`src/hdl/lsct_pkg.sv`:
```
// ============================================================================
// lsct_pkg: shared types and constants of the laser spot centroid tracker
// Field widths, register indexes, reset values and the beat structs passed
// between the front end, the queue and the back end.
// ============================================================================
package lsct_pkg;

    localparam int GREEN_W    = 8;
    localparam int COORD_W    = 12;
    localparam int HALF_W     = 11;
    localparam int DIM_W      = 13;
    localparam int COUNT_W    = 25;
    localparam int SUM_W      = 37;
    localparam int FRAME_W    = 32;
    localparam int CENT_W     = 16;
    localparam int CFG_IDX_W  = 3;
    localparam int CFG_DATA_W = 32;

    localparam int MAX_DIM           = 4096;
    localparam int FRAC_BITS_DEFAULT = 4;
    localparam int QUEUE_DEPTH       = 2;

    localparam logic [COORD_W-1:0] LIM_MAX   = COORD_W'(MAX_DIM - 1);
    localparam logic [COUNT_W-1:0] COUNT_MAX = '1;
    localparam logic [CENT_W-1:0]  CENT_MAX  = '1;

    localparam logic [CFG_IDX_W-1:0] REG_THRESHOLD   = 3'd0;
    localparam logic [CFG_IDX_W-1:0] REG_WIN_ENABLE  = 3'd1;
    localparam logic [CFG_IDX_W-1:0] REG_HALF_SIZE   = 3'd2;
    localparam logic [CFG_IDX_W-1:0] REG_FRAME_WIDTH = 3'd3;
    localparam logic [CFG_IDX_W-1:0] REG_FRAME_HEIGHT = 3'd4;
    localparam logic [CFG_IDX_W-1:0] REG_FIRST_FRAME = 3'd5;

    localparam logic [GREEN_W-1:0] THRESHOLD_RST = 8'd50;
    localparam logic [HALF_W-1:0]  HALF_SIZE_RST = 11'd75;
    localparam logic [DIM_W-1:0]   WIDTH_RST     = 13'd1920;
    localparam logic [DIM_W-1:0]   HEIGHT_RST    = 13'd1080;

    typedef struct packed {
        logic [GREEN_W-1:0] green_value;
        logic [COORD_W-1:0] pixel_col;
        logic [COORD_W-1:0] pixel_row;
        logic               frame_last;
    } in_item_t;

    typedef struct packed {
        logic [FRAME_W-1:0] frame_number;
        logic               spot_found;
        logic [CENT_W-1:0]  centroid_col;
        logic [CENT_W-1:0]  centroid_row;
    } out_item_t;

    typedef struct packed {
        logic               lit;
        logic [COORD_W-1:0] col;
        logic [COORD_W-1:0] row;
        logic               last;
    } q_item_t;

    typedef struct packed {
        logic [GREEN_W-1:0] threshold;
        logic               window_enable;
        logic [HALF_W-1:0]  half_size;
        logic [DIM_W-1:0]   frame_width;
        logic [DIM_W-1:0]   frame_height;
    } cfg_t;

    typedef struct packed {
        logic               spot_valid;
        logic [COORD_W-1:0] col_start;
        logic [COORD_W-1:0] col_stop;
        logic [COORD_W-1:0] row_start;
        logic [COORD_W-1:0] row_stop;
    } window_t;

endpackage

```
`src/hdl/lsct_queue.sv`:
```
// ============================================================================
// lsct_queue: short beat queue between front end and back end
// Register-based FIFO; lets each side stall independently.
// ============================================================================
module lsct_queue (
    input  logic             clk,
    input  logic             rst_n,
    input  logic             push,
    input  lsct_pkg::q_item_t push_item,
    output logic             full,
    input  logic             pop,
    output logic             empty,
    output lsct_pkg::q_item_t pop_item
);

    localparam int PTR_W = (lsct_pkg::QUEUE_DEPTH > 1) ? $clog2(lsct_pkg::QUEUE_DEPTH) : 1;
    localparam int CNT_W = $clog2(lsct_pkg::QUEUE_DEPTH + 1);

    lsct_pkg::q_item_t mem_reg [lsct_pkg::QUEUE_DEPTH];
    logic [PTR_W-1:0]  wr_ptr_reg, wr_ptr_next;
    logic [PTR_W-1:0]  rd_ptr_reg, rd_ptr_next;
    logic [CNT_W-1:0]  count_reg, count_next;

    assign full     = (count_reg == CNT_W'(lsct_pkg::QUEUE_DEPTH));
    assign empty    = (count_reg == '0);
    assign pop_item = mem_reg[rd_ptr_reg];

    always_comb
    begin
        wr_ptr_next = wr_ptr_reg;
        rd_ptr_next = rd_ptr_reg;
        count_next  = count_reg;
        if (push)
        begin
            wr_ptr_next = (wr_ptr_reg == PTR_W'(lsct_pkg::QUEUE_DEPTH - 1)) ? '0
                                                                             : wr_ptr_reg + 1'b1;
        end
        if (pop)
        begin
            rd_ptr_next = (rd_ptr_reg == PTR_W'(lsct_pkg::QUEUE_DEPTH - 1)) ? '0
                                                                             : rd_ptr_reg + 1'b1;
        end
        if (push && !pop)
        begin
            count_next = count_reg + 1'b1;
        end
        else if (pop && !push)
        begin
            count_next = count_reg - 1'b1;
        end
    end

    always_ff @(posedge clk or negedge rst_n)
    begin
        if (!rst_n)
        begin
            wr_ptr_reg <= '0;
            rd_ptr_reg <= '0;
            count_reg  <= '0;
        end
        else
        begin
            wr_ptr_reg <= wr_ptr_next;
            rd_ptr_reg <= rd_ptr_next;
            count_reg  <= count_next;
        end
    end

    always_ff @(posedge clk)
    begin
        if (push)
        begin
            mem_reg[wr_ptr_reg] <= push_item;
        end
    end

endmodule

```
`src/hdl/lsct_front.sv`:
```
// ============================================================================
// lsct_front: pixel intake and classification
// Marks each pixel lit when above threshold and inside the active window,
// and holds off new pixels after a frame end until the back end is done.
// ============================================================================
module lsct_front (
    input  logic              clk,
    input  logic              rst_n,
    input  logic              in_valid,
    output logic              in_ready,
    input  lsct_pkg::in_item_t in_data,
    input  lsct_pkg::cfg_t     cfg,
    input  lsct_pkg::window_t  window,
    input  logic              frame_done,
    input  logic              q_full,
    output logic              q_push,
    output lsct_pkg::q_item_t  q_item
);

    logic frame_wait_reg, frame_wait_next;
    logic in_win;

    assign in_ready = !q_full && !frame_wait_reg;
    assign q_push   = in_valid && in_ready;

    always_comb
    begin
        in_win = 1'b1;
        if (cfg.window_enable && window.spot_valid)
        begin
            in_win = (in_data.pixel_col >= window.col_start) &&
                     (in_data.pixel_col <  window.col_stop)  &&
                     (in_data.pixel_row >= window.row_start) &&
                     (in_data.pixel_row <  window.row_stop);
        end
        q_item.lit  = in_win && (in_data.green_value > cfg.threshold);
        q_item.col  = in_data.pixel_col;
        q_item.row  = in_data.pixel_row;
        q_item.last = in_data.frame_last;
    end

    always_comb
    begin
        frame_wait_next = frame_wait_reg;
        if (frame_done)
        begin
            frame_wait_next = 1'b0;
        end
        else if (q_push && in_data.frame_last)
        begin
            frame_wait_next = 1'b1;
        end
    end

    always_ff @(posedge clk or negedge rst_n)
    begin
        if (!rst_n)
        begin
            frame_wait_reg <= 1'b0;
        end
        else
        begin
            frame_wait_reg <= frame_wait_next;
        end
    end

endmodule

```
`src/hdl/lsct_back.sv`:
```
// ============================================================================
// lsct_back: accumulation, centroid division and window placement
// Sums lit pixels, runs a restoring divider at frame end (one quotient bit
// per cycle for both axes), places the next window and emits the report.
// ============================================================================
module lsct_back #(
    parameter int FRAC_BITS = lsct_pkg::FRAC_BITS_DEFAULT
) (
    input  logic                              clk,
    input  logic                              rst_n,
    input  lsct_pkg::cfg_t                     cfg,
    input  logic                              frame_load,
    input  logic [lsct_pkg::FRAME_W-1:0]      frame_load_value,
    input  logic                              q_empty,
    input  lsct_pkg::q_item_t                  q_item,
    output logic                              q_pop,
    output lsct_pkg::window_t                  window,
    output logic                              frame_done,
    output logic                              out_valid,
    input  logic                              out_ready,
    output lsct_pkg::out_item_t                out_data
);

    localparam int CW     = lsct_pkg::COORD_W;
    localparam int NW     = lsct_pkg::COUNT_W;
    localparam int SW     = lsct_pkg::SUM_W;
    localparam int QW     = CW + FRAC_BITS;
    localparam int STEP_W = $clog2(QW + 1);

    localparam logic [2:0] ST_ACC   = 3'd0;
    localparam logic [2:0] ST_LOAD  = 3'd1;
    localparam logic [2:0] ST_DIV   = 3'd2;
    localparam logic [2:0] ST_PLACE = 3'd3;
    localparam logic [2:0] ST_EMIT  = 3'd4;

    typedef struct packed {
        logic [CW-1:0] start;
        logic [CW-1:0] stop;
    } span_t;

    logic [2:0]                        state_reg, state_next;
    logic [NW-1:0]                     lit_count_reg, lit_count_next;
    logic [SW-1:0]                     col_sum_reg, col_sum_next;
    logic [SW-1:0]                     row_sum_reg, row_sum_next;
    logic [lsct_pkg::FRAME_W-1:0]      frame_counter_reg, frame_counter_next;
    lsct_pkg::window_t                  window_reg, window_next;
    logic                              out_valid_reg, out_valid_next;
    lsct_pkg::out_item_t                out_data_reg, out_data_next;
    lsct_pkg::out_item_t                res_reg, res_next;
    logic [NW-1:0]                     rem_col_reg, rem_col_next;
    logic [NW-1:0]                     rem_row_reg, rem_row_next;
    logic [QW-1:0]                     dvd_col_reg, dvd_col_next;
    logic [QW-1:0]                     dvd_row_reg, dvd_row_next;
    logic [QW-1:0]                     quo_col_reg, quo_col_next;
    logic [QW-1:0]                     quo_row_reg, quo_row_next;
    logic [STEP_W-1:0]                 step_reg, step_next;

    logic [NW:0] col_sh, row_sh, col_sub, row_sub;
    logic        col_ge, row_ge, found;
    span_t       col_span, row_span;

    function automatic span_t place_span(input logic [CW-1:0] c,
                                         input logic [lsct_pkg::HALF_W-1:0] h,
                                         input logic [lsct_pkg::DIM_W-1:0] dim);
        logic [CW-1:0]                s;
        logic [lsct_pkg::DIM_W-1:0]   lim;
        logic [lsct_pkg::DIM_W-1:0]   e;
        span_t                        r;
        s = (c > CW'(h)) ? c - CW'(h) : '0;
        if (s > lsct_pkg::LIM_MAX)
        begin
            s = lsct_pkg::LIM_MAX;
        end
        lim = (dim == '0) ? '0 : dim - 1'b1;
        if (lim > lsct_pkg::DIM_W'(lsct_pkg::LIM_MAX))
        begin
            lim = lsct_pkg::DIM_W'(lsct_pkg::LIM_MAX);
        end
        e = lsct_pkg::DIM_W'(s) + {1'b0, h, 1'b0};
        if (e > lim)
        begin
            e = lim;
        end
        r.start = s;
        r.stop  = CW'(e);
        return r;
    endfunction

    function automatic logic [lsct_pkg::CENT_W-1:0] sat_cent(input logic [QW-1:0] q);
        return (q > QW'(lsct_pkg::CENT_MAX)) ? lsct_pkg::CENT_MAX : lsct_pkg::CENT_W'(q);
    endfunction

    assign window     = window_reg;
    assign out_valid  = out_valid_reg;
    assign out_data   = out_data_reg;
    assign q_pop      = (state_reg == ST_ACC) && !q_empty;
    assign frame_done = (state_reg == ST_EMIT) && (!out_valid_reg || out_ready);
    assign found      = (lit_count_reg != '0);

    // one restoring step per axis
    assign col_sh  = {rem_col_reg, dvd_col_reg[QW-1]};
    assign row_sh  = {rem_row_reg, dvd_row_reg[QW-1]};
    assign col_sub = col_sh - {1'b0, lit_count_reg};
    assign row_sub = row_sh - {1'b0, lit_count_reg};
    assign col_ge  = (col_sh >= {1'b0, lit_count_reg});
    assign row_ge  = (row_sh >= {1'b0, lit_count_reg});

    assign col_span = place_span(CW'(quo_col_reg >> FRAC_BITS), cfg.half_size, cfg.frame_width);
    assign row_span = place_span(CW'(quo_row_reg >> FRAC_BITS), cfg.half_size, cfg.frame_height);

    always_comb
    begin
        state_next         = state_reg;
        lit_count_next     = lit_count_reg;
        col_sum_next       = col_sum_reg;
        row_sum_next       = row_sum_reg;
        frame_counter_next = frame_counter_reg;
        window_next        = window_reg;
        out_valid_next     = out_valid_reg;
        out_data_next      = out_data_reg;
        res_next           = res_reg;
        rem_col_next       = rem_col_reg;
        rem_row_next       = rem_row_reg;
        dvd_col_next       = dvd_col_reg;
        dvd_row_next       = dvd_row_reg;
        quo_col_next       = quo_col_reg;
        quo_row_next       = quo_row_reg;
        step_next          = step_reg;

        if (out_valid_reg && out_ready)
        begin
            out_valid_next = 1'b0;
        end

        unique case (state_reg)
            ST_ACC:
            begin
                if (!q_empty)
                begin
                    if (q_item.lit && (lit_count_reg != lsct_pkg::COUNT_MAX))
                    begin
                        lit_count_next = lit_count_reg + 1'b1;
                        col_sum_next   = col_sum_reg + SW'(q_item.col);
                        row_sum_next   = row_sum_reg + SW'(q_item.row);
                    end
                    if (q_item.last)
                    begin
                        state_next = ST_LOAD;
                    end
                end
            end
            ST_LOAD:
            begin
                // sum < count * 2^CW, so the top bits start below the divisor
                rem_col_next = col_sum_reg[SW-1:CW];
                rem_row_next = row_sum_reg[SW-1:CW];
                dvd_col_next = QW'(col_sum_reg[CW-1:0]) << FRAC_BITS;
                dvd_row_next = QW'(row_sum_reg[CW-1:0]) << FRAC_BITS;
                quo_col_next = '0;
                quo_row_next = '0;
                step_next    = STEP_W'(QW);
                state_next   = ST_DIV;
            end
            ST_DIV:
            begin
                rem_col_next = col_ge ? col_sub[NW-1:0] : col_sh[NW-1:0];
                rem_row_next = row_ge ? row_sub[NW-1:0] : row_sh[NW-1:0];
                dvd_col_next = dvd_col_reg << 1;
                dvd_row_next = dvd_row_reg << 1;
                quo_col_next = {quo_col_reg[QW-2:0], col_ge};
                quo_row_next = {quo_row_reg[QW-2:0], row_ge};
                step_next    = step_reg - 1'b1;
                if (step_reg == STEP_W'(1))
                begin
                    state_next = ST_PLACE;
                end
            end
            ST_PLACE:
            begin
                res_next.frame_number = frame_counter_reg;
                res_next.spot_found   = found;
                res_next.centroid_col = found ? sat_cent(quo_col_reg) : '0;
                res_next.centroid_row = found ? sat_cent(quo_row_reg) : '0;
                window_next.spot_valid = found;
                if (found)
                begin
                    window_next.col_start = col_span.start;
                    window_next.col_stop  = col_span.stop;
                    window_next.row_start = row_span.start;
                    window_next.row_stop  = row_span.stop;
                end
                state_next = ST_EMIT;
            end
            ST_EMIT:
            begin
                if (frame_done)
                begin
                    out_data_next      = res_reg;
                    out_valid_next     = 1'b1;
                    frame_counter_next = frame_counter_reg + 1'b1;
                    lit_count_next     = '0;
                    col_sum_next       = '0;
                    row_sum_next       = '0;
                    state_next         = ST_ACC;
                end
            end
            default:
            begin
                state_next = ST_ACC;
            end
        endcase

        if (frame_load)
        begin
            frame_counter_next = frame_load_value;
        end
    end

    always_ff @(posedge clk or negedge rst_n)
    begin
        if (!rst_n)
        begin
            state_reg         <= ST_ACC;
            lit_count_reg     <= '0;
            col_sum_reg       <= '0;
            row_sum_reg       <= '0;
            frame_counter_reg <= '0;
            window_reg        <= '0;
            out_valid_reg     <= 1'b0;
            step_reg          <= '0;
        end
        else
        begin
            state_reg         <= state_next;
            lit_count_reg     <= lit_count_next;
            col_sum_reg       <= col_sum_next;
            row_sum_reg       <= row_sum_next;
            frame_counter_reg <= frame_counter_next;
            window_reg        <= window_next;
            out_valid_reg     <= out_valid_next;
            step_reg          <= step_next;
        end
    end

    always_ff @(posedge clk)
    begin
        out_data_reg <= out_data_next;
        res_reg      <= res_next;
        rem_col_reg  <= rem_col_next;
        rem_row_reg  <= rem_row_next;
        dvd_col_reg  <= dvd_col_next;
        dvd_row_reg  <= dvd_row_next;
        quo_col_reg  <= quo_col_next;
        quo_row_reg  <= quo_row_next;
    end

    a_div_start_below_divisor: assert property (@(posedge clk) disable iff (!rst_n)
        (state_reg == ST_LOAD && found) |->
            (col_sum_reg[SW-1:CW] < lit_count_reg && row_sum_reg[SW-1:CW] < lit_count_reg))
        else $error("divider start remainder not below lit count");

    a_div_rem_below_divisor: assert property (@(posedge clk) disable iff (!rst_n)
        (state_reg == ST_DIV && found) |=>
            (rem_col_reg < lit_count_reg && rem_row_reg < lit_count_reg))
        else $error("divider remainder escaped its bound");

    a_done_returns_to_acc: assert property (@(posedge clk) disable iff (!rst_n)
        frame_done |=> (state_reg == ST_ACC && out_valid_reg))
        else $error("frame done without report or return to accumulate");

    a_no_pop_while_busy: assert property (@(posedge clk) disable iff (!rst_n)
        (state_reg != ST_ACC) |=> $stable(lit_count_reg) || $past(frame_done))
        else $error("lit count moved outside accumulation");

endmodule

```
`src/hdl/laser_spot_centroid_tracker_unit.sv`:
```
// ============================================================================
// laser_spot_centroid_tracker_unit: top level of the spot centroid tracker
// Configuration registers, front end, beat queue and back end.
// ============================================================================
// Pixel beats are taken one per clock while the queue has room. A beat with
// frame_last set is taken, then in_ready stays low until the frame is closed:
// the queue drains, the two restoring dividers produce 12 + FRAC_BITS
// quotient bits each at one bit per cycle for both axes, the next window is
// placed and the report is loaded into the output register once the previous
// report has been taken. Reports leave through a registered valid/ready
// output, one per frame. Configuration writes take effect at once and are
// meant for idle periods; writing first_frame_number also reloads the frame
// counter.
module laser_spot_centroid_tracker_unit #(
    parameter int FRAC_BITS = lsct_pkg::FRAC_BITS_DEFAULT
) (
    input  logic                              clk,
    input  logic                              rst_n,
    input  logic                              cfg_write_en,
    input  logic [lsct_pkg::CFG_IDX_W-1:0]    cfg_index,
    input  logic [lsct_pkg::CFG_DATA_W-1:0]   cfg_data,
    input  logic                              in_valid,
    output logic                              in_ready,
    input  lsct_pkg::in_item_t                 in_data,
    output logic                              out_valid,
    input  logic                              out_ready,
    output lsct_pkg::out_item_t                out_data
);

    lsct_pkg::cfg_t    cfg_reg, cfg_next;
    lsct_pkg::window_t window;
    lsct_pkg::q_item_t push_item, pop_item;
    logic             q_push, q_pop, q_full, q_empty;
    logic             frame_done;
    logic             frame_load;

    assign frame_load = cfg_write_en && (cfg_index == lsct_pkg::REG_FIRST_FRAME);

    always_comb
    begin
        cfg_next = cfg_reg;
        if (cfg_write_en)
        begin
            unique case (cfg_index)
                lsct_pkg::REG_THRESHOLD:    cfg_next.threshold     = cfg_data[lsct_pkg::GREEN_W-1:0];
                lsct_pkg::REG_WIN_ENABLE:   cfg_next.window_enable = cfg_data[0];
                lsct_pkg::REG_HALF_SIZE:    cfg_next.half_size     = cfg_data[lsct_pkg::HALF_W-1:0];
                lsct_pkg::REG_FRAME_WIDTH:  cfg_next.frame_width   = cfg_data[lsct_pkg::DIM_W-1:0];
                lsct_pkg::REG_FRAME_HEIGHT: cfg_next.frame_height  = cfg_data[lsct_pkg::DIM_W-1:0];
                default:                    cfg_next = cfg_reg;
            endcase
        end
    end

    always_ff @(posedge clk or negedge rst_n)
    begin
        if (!rst_n)
        begin
            cfg_reg.threshold     <= lsct_pkg::THRESHOLD_RST;
            cfg_reg.window_enable <= 1'b0;
            cfg_reg.half_size     <= lsct_pkg::HALF_SIZE_RST;
            cfg_reg.frame_width   <= lsct_pkg::WIDTH_RST;
            cfg_reg.frame_height  <= lsct_pkg::HEIGHT_RST;
        end
        else
        begin
            cfg_reg <= cfg_next;
        end
    end

    lsct_front u_front (
        .clk        (clk),
        .rst_n      (rst_n),
        .in_valid   (in_valid),
        .in_ready   (in_ready),
        .in_data    (in_data),
        .cfg        (cfg_reg),
        .window     (window),
        .frame_done (frame_done),
        .q_full     (q_full),
        .q_push     (q_push),
        .q_item     (push_item)
    );

    lsct_queue u_queue (
        .clk       (clk),
        .rst_n     (rst_n),
        .push      (q_push),
        .push_item (push_item),
        .full      (q_full),
        .pop       (q_pop),
        .empty     (q_empty),
        .pop_item  (pop_item)
    );

    lsct_back #(
        .FRAC_BITS (FRAC_BITS)
    ) u_back (
        .clk              (clk),
        .rst_n            (rst_n),
        .cfg              (cfg_reg),
        .frame_load       (frame_load),
        .frame_load_value (cfg_data[lsct_pkg::FRAME_W-1:0]),
        .q_empty          (q_empty),
        .q_item           (pop_item),
        .q_pop            (q_pop),
        .window           (window),
        .frame_done       (frame_done),
        .out_valid        (out_valid),
        .out_ready        (out_ready),
        .out_data         (out_data)
    );

endmodule
```
`config.mk`:
```
export PLATFORM = sky130hd
export DESIGN_NAME = laser_spot_centroid_tracker_unit
export DESIGN_NICKNAME = d
export VERILOG_FILES = /design/src/hdl/lsct_pkg.sv /design/src/hdl/lsct_queue.sv /design/src/hdl/lsct_front.sv /design/src/hdl/lsct_back.sv /design/src/hdl/laser_spot_centroid_tracker_unit.sv
export SDC_FILE = /design/constraint.sdc
export NUM_CORES = 1
export LEC_CHECK = 0
export BUFFER_PORTS_ARGS = -buffer_cell sky130_fd_sc_hd__buf_2
export CAP_MARGIN = 5
export CORE_MARGIN = 2
export CORE_UTILIZATION = 65
export CTS_CLUSTER_SIZE = 20
export DETAILED_ROUTE_END_ITERATION = 8
export PLACE_DENSITY_LB_ADDON = 0.25
export SLEW_MARGIN = 20
export SYNTH_ARGS = -nofsm -noshare
export SYNTH_HDL_FRONTEND = slang
export SYNTH_HIERARCHICAL = 1
export SYNTH_SLANG_ARGS = --single-unit
```
`constraint.sdc`:
```
create_clock -name clk -period 10.56 [get_ports clk]
set_clock_uncertainty 0.05 [all_clocks]
set_input_delay 1.056 -clock clk [delete_from_list [all_inputs] [get_ports clk]]
set_output_delay 1.056 -clock clk [all_outputs]
set_load 0.03 [all_outputs]
```
==> run summary <==
Status - complete, no violations
Sw Share - 43.3%
Hold WC Path Type - reg -> reg
Leak Pwr - 14.0 nW
Post-route ant nets - 0
Setup crit start kind - flip-flop
Leading area contributor after synthesis - edfxtp_1
First-pass GRT wire length - 114,000 µm
Final min period - 6.75 ns
Place WS - 4.05 ns
Die W - 219 µm
NumNets Final - 3,228
NetSw - 5.09 mW
Synthesized cell area - 29,900 µm²
Combinational fraction of design power - 53.9%
DP HPWL - 51,700 µm
Register share of total power - 29.2%
DRC viols - 0
Worst r2r src - cfg_reg[26]
Pwr per Cell Area - 359 nW/µm²
Antenna violations before repair - 2
Final Cycle Share - 63.9%
Crit path largest cell delay - 0.68 ns
CTS tree - built
Number of flops mapped to enable cells by yosys - 288
Most frequent cells in the layout - 288 x nand2_1, 288 x edfxtp_1, 229 x nor2_1
Clock Path Buffers - 3
Placed Instance Area - 30,900 µm²
Average size of a mapped cell - 10.5 µm²
Mapped Cells - 2,848
Final Util - 72.2%
Largest net degree at the start of global routing - 115
Worst rel slew slack - 24.3%
Root Driver - clkbuf_16
Setup ws final - 3.81 ns
Hold buffer count at cts - 0
Clock Latency Late Sink - 0.61 ns
Gr ovfl total - 0
VDD IR max - 0.236 mV
Post-CTS Setup Inserts - 0
WHS - 0.369 ns
Ys Warns - 6
Non-filler instance count after layout - 3,585
Required time of the critical path - 11.01 ns
Number of global-route vias before repair - 21,700
CP bufs+invs - 1
Final Hold Viols - 0
Synth unique cells - 90
CTS resizes - 0
Layout area overhead - 9.59%
Final instance area - 32,800 µm²
Worst-Margin Slew - 1.11 ns
Placer congestion estimate - 0.955
Synth top area cells - edfxtp_1 29%, dfrtp_1 19%, ha_1 8.7%
Via count - 22,000
CP endpoint kind - flip-flop
Final setup viols - 0
Critical Path Stages - 27
Vias per cell - 6.13
CTS Buf Count - 54
Reg2Reg Depth - 27
Clock share of power - 16.9%
CTS Sinks - 528
RSZ-0062 raised after global routing - false
CTS clock-pin slew for the worst setup and hold paths - 0.06 ns
Fraction of registers with async set/reset - 45.5%
Sequential area share after synthesis - 49.1%
Worst setup path endpoint - u_back/window[26]
Pint - 6.67 mW
Setup TNS - 0 ns
Fmax - 148 MHz
DR pass1 iterations - 6
CP max stage cell - o21ai_1
Inst Count DP - 3,482
Max-slew violations - 0
Drt first-iter violations - 1,663
Crit Path Class - reg -> reg
Reg-to-reg slack, setup - 3.81 ns
Most used DFF post-synth - edfxtp_1
Crit path from - cfg_reg[26]
Core area - 45,400 µm²
Num ports - 140
CP arrival - 7.20 ns
Crit-path max FO - 19
Die height - 219 µm
Register bit total from synthesis - 528
Port bufs - 139
Drt total wl - 71,900 µm
Top delay family on crit path - compound AO/OA/AOI/OAI gates
DIE AREA - 47,800 µm²
Maxcap violations - 0
H-tree depth - 2
Num rows - 78
Starting Density - 65.9%
Total power - 11.8 mW
Wirelength per Cell - 20.1 µm
Layout cells sized above 1 - 12.9%
All-Layer GR Usage - 30.3%
Share of the synthesized area in the top cell type - 28.9%
Reg2Reg Capture Point - u_back/window[26]
## Yosys cell counts (12+ instances only)
cell type	count
a211oi_1	13
clkbuf_1	75
mux2i_1	21
buf_4	26
a22o_1	12
mux2_4	19
edfxtp_1	288
nand3_1	65
nand2b_1	24
or3_1	23
a21oi_1	155
o21ai_0	125
nand2_1	290
ha_1	208
and3_1	53
xnor2_1	117
nor3_1	48
dfstp_2	15
a31oi_1	22
nor4_1	30
o21ai_1	27
inv_1	164
mux2_2	59
nor2b_1	57
o31ai_1	37
xor2_1	87
nand4_1	51
dfrtp_1	225
o21a_1	24
a21o_1	57
nor2_1	233
or2_2	13
## worst min path at each step
stage,from,end,slack (ns),depth (start not counted)
2_1_floorplan,u_back/res_reg[0],u_back/out_data[0],0.35,0
4_1_cts,u_back/res_reg[1],u_back/out_data[1],0.37,0
6_report,u_back/res_reg[1],u_back/out_data[1],0.37,0
3_3_place_gp,u_back/res_reg[45],u_back/out_data[45],0.35,0
5_1_grt,u_back/res_reg[14],u_back/out_data[14],0.38,0
3_5_place_dp,u_back/res_reg[1],u_back/out_data[1],0.35,0
## layout make-up
type                    count  area (µm²)
fillers                  3176       12600
repair buffers            159         883
inverters                 164         616
clock buffers              73        1510
clock inverters            27         342
diodes                      2        5.00
flip-flops and latches    528       14700
multi-input cells        2032       14000
well taps                 600         751
## power groups by stage
stage | logic (mW) | clock network (mW) | registers (mW)
global placement | 5.93 | 0 | 3.42
detailed placement | 6.16 | 0 | 3.45
global route | 6.97 | 2.10 | 3.49
floorplan | 4.74 | 0 | 3.38
CTS | 6.23 | 2.02 | 3.42
finish | 6.34 | 1.99 | 3.43
## per-layer routing
metal	global-route usage [%]	share of wire, %
met3	3.56	5.3
met1	37.5	40
met4	12.7	4.0
met5	0	0
met2	53.6	51
## cells by family (layout without fill, tap and decap cells)
group	count (synthesis)	in the layout	synth area share [%]
and+or+nand+nor	951	951	15.6
AOI/OAI and AO/OA	560	560	12.0
DFF	528	528	49.1
buffers and inverters	289	423	4.30
adders and majority gates	216	216	9.24
xor gates and xnor gates	204	204	5.97
muxes	99	99	3.88
other	1	4	0.0125
Power figures use the tool's default switching activity.
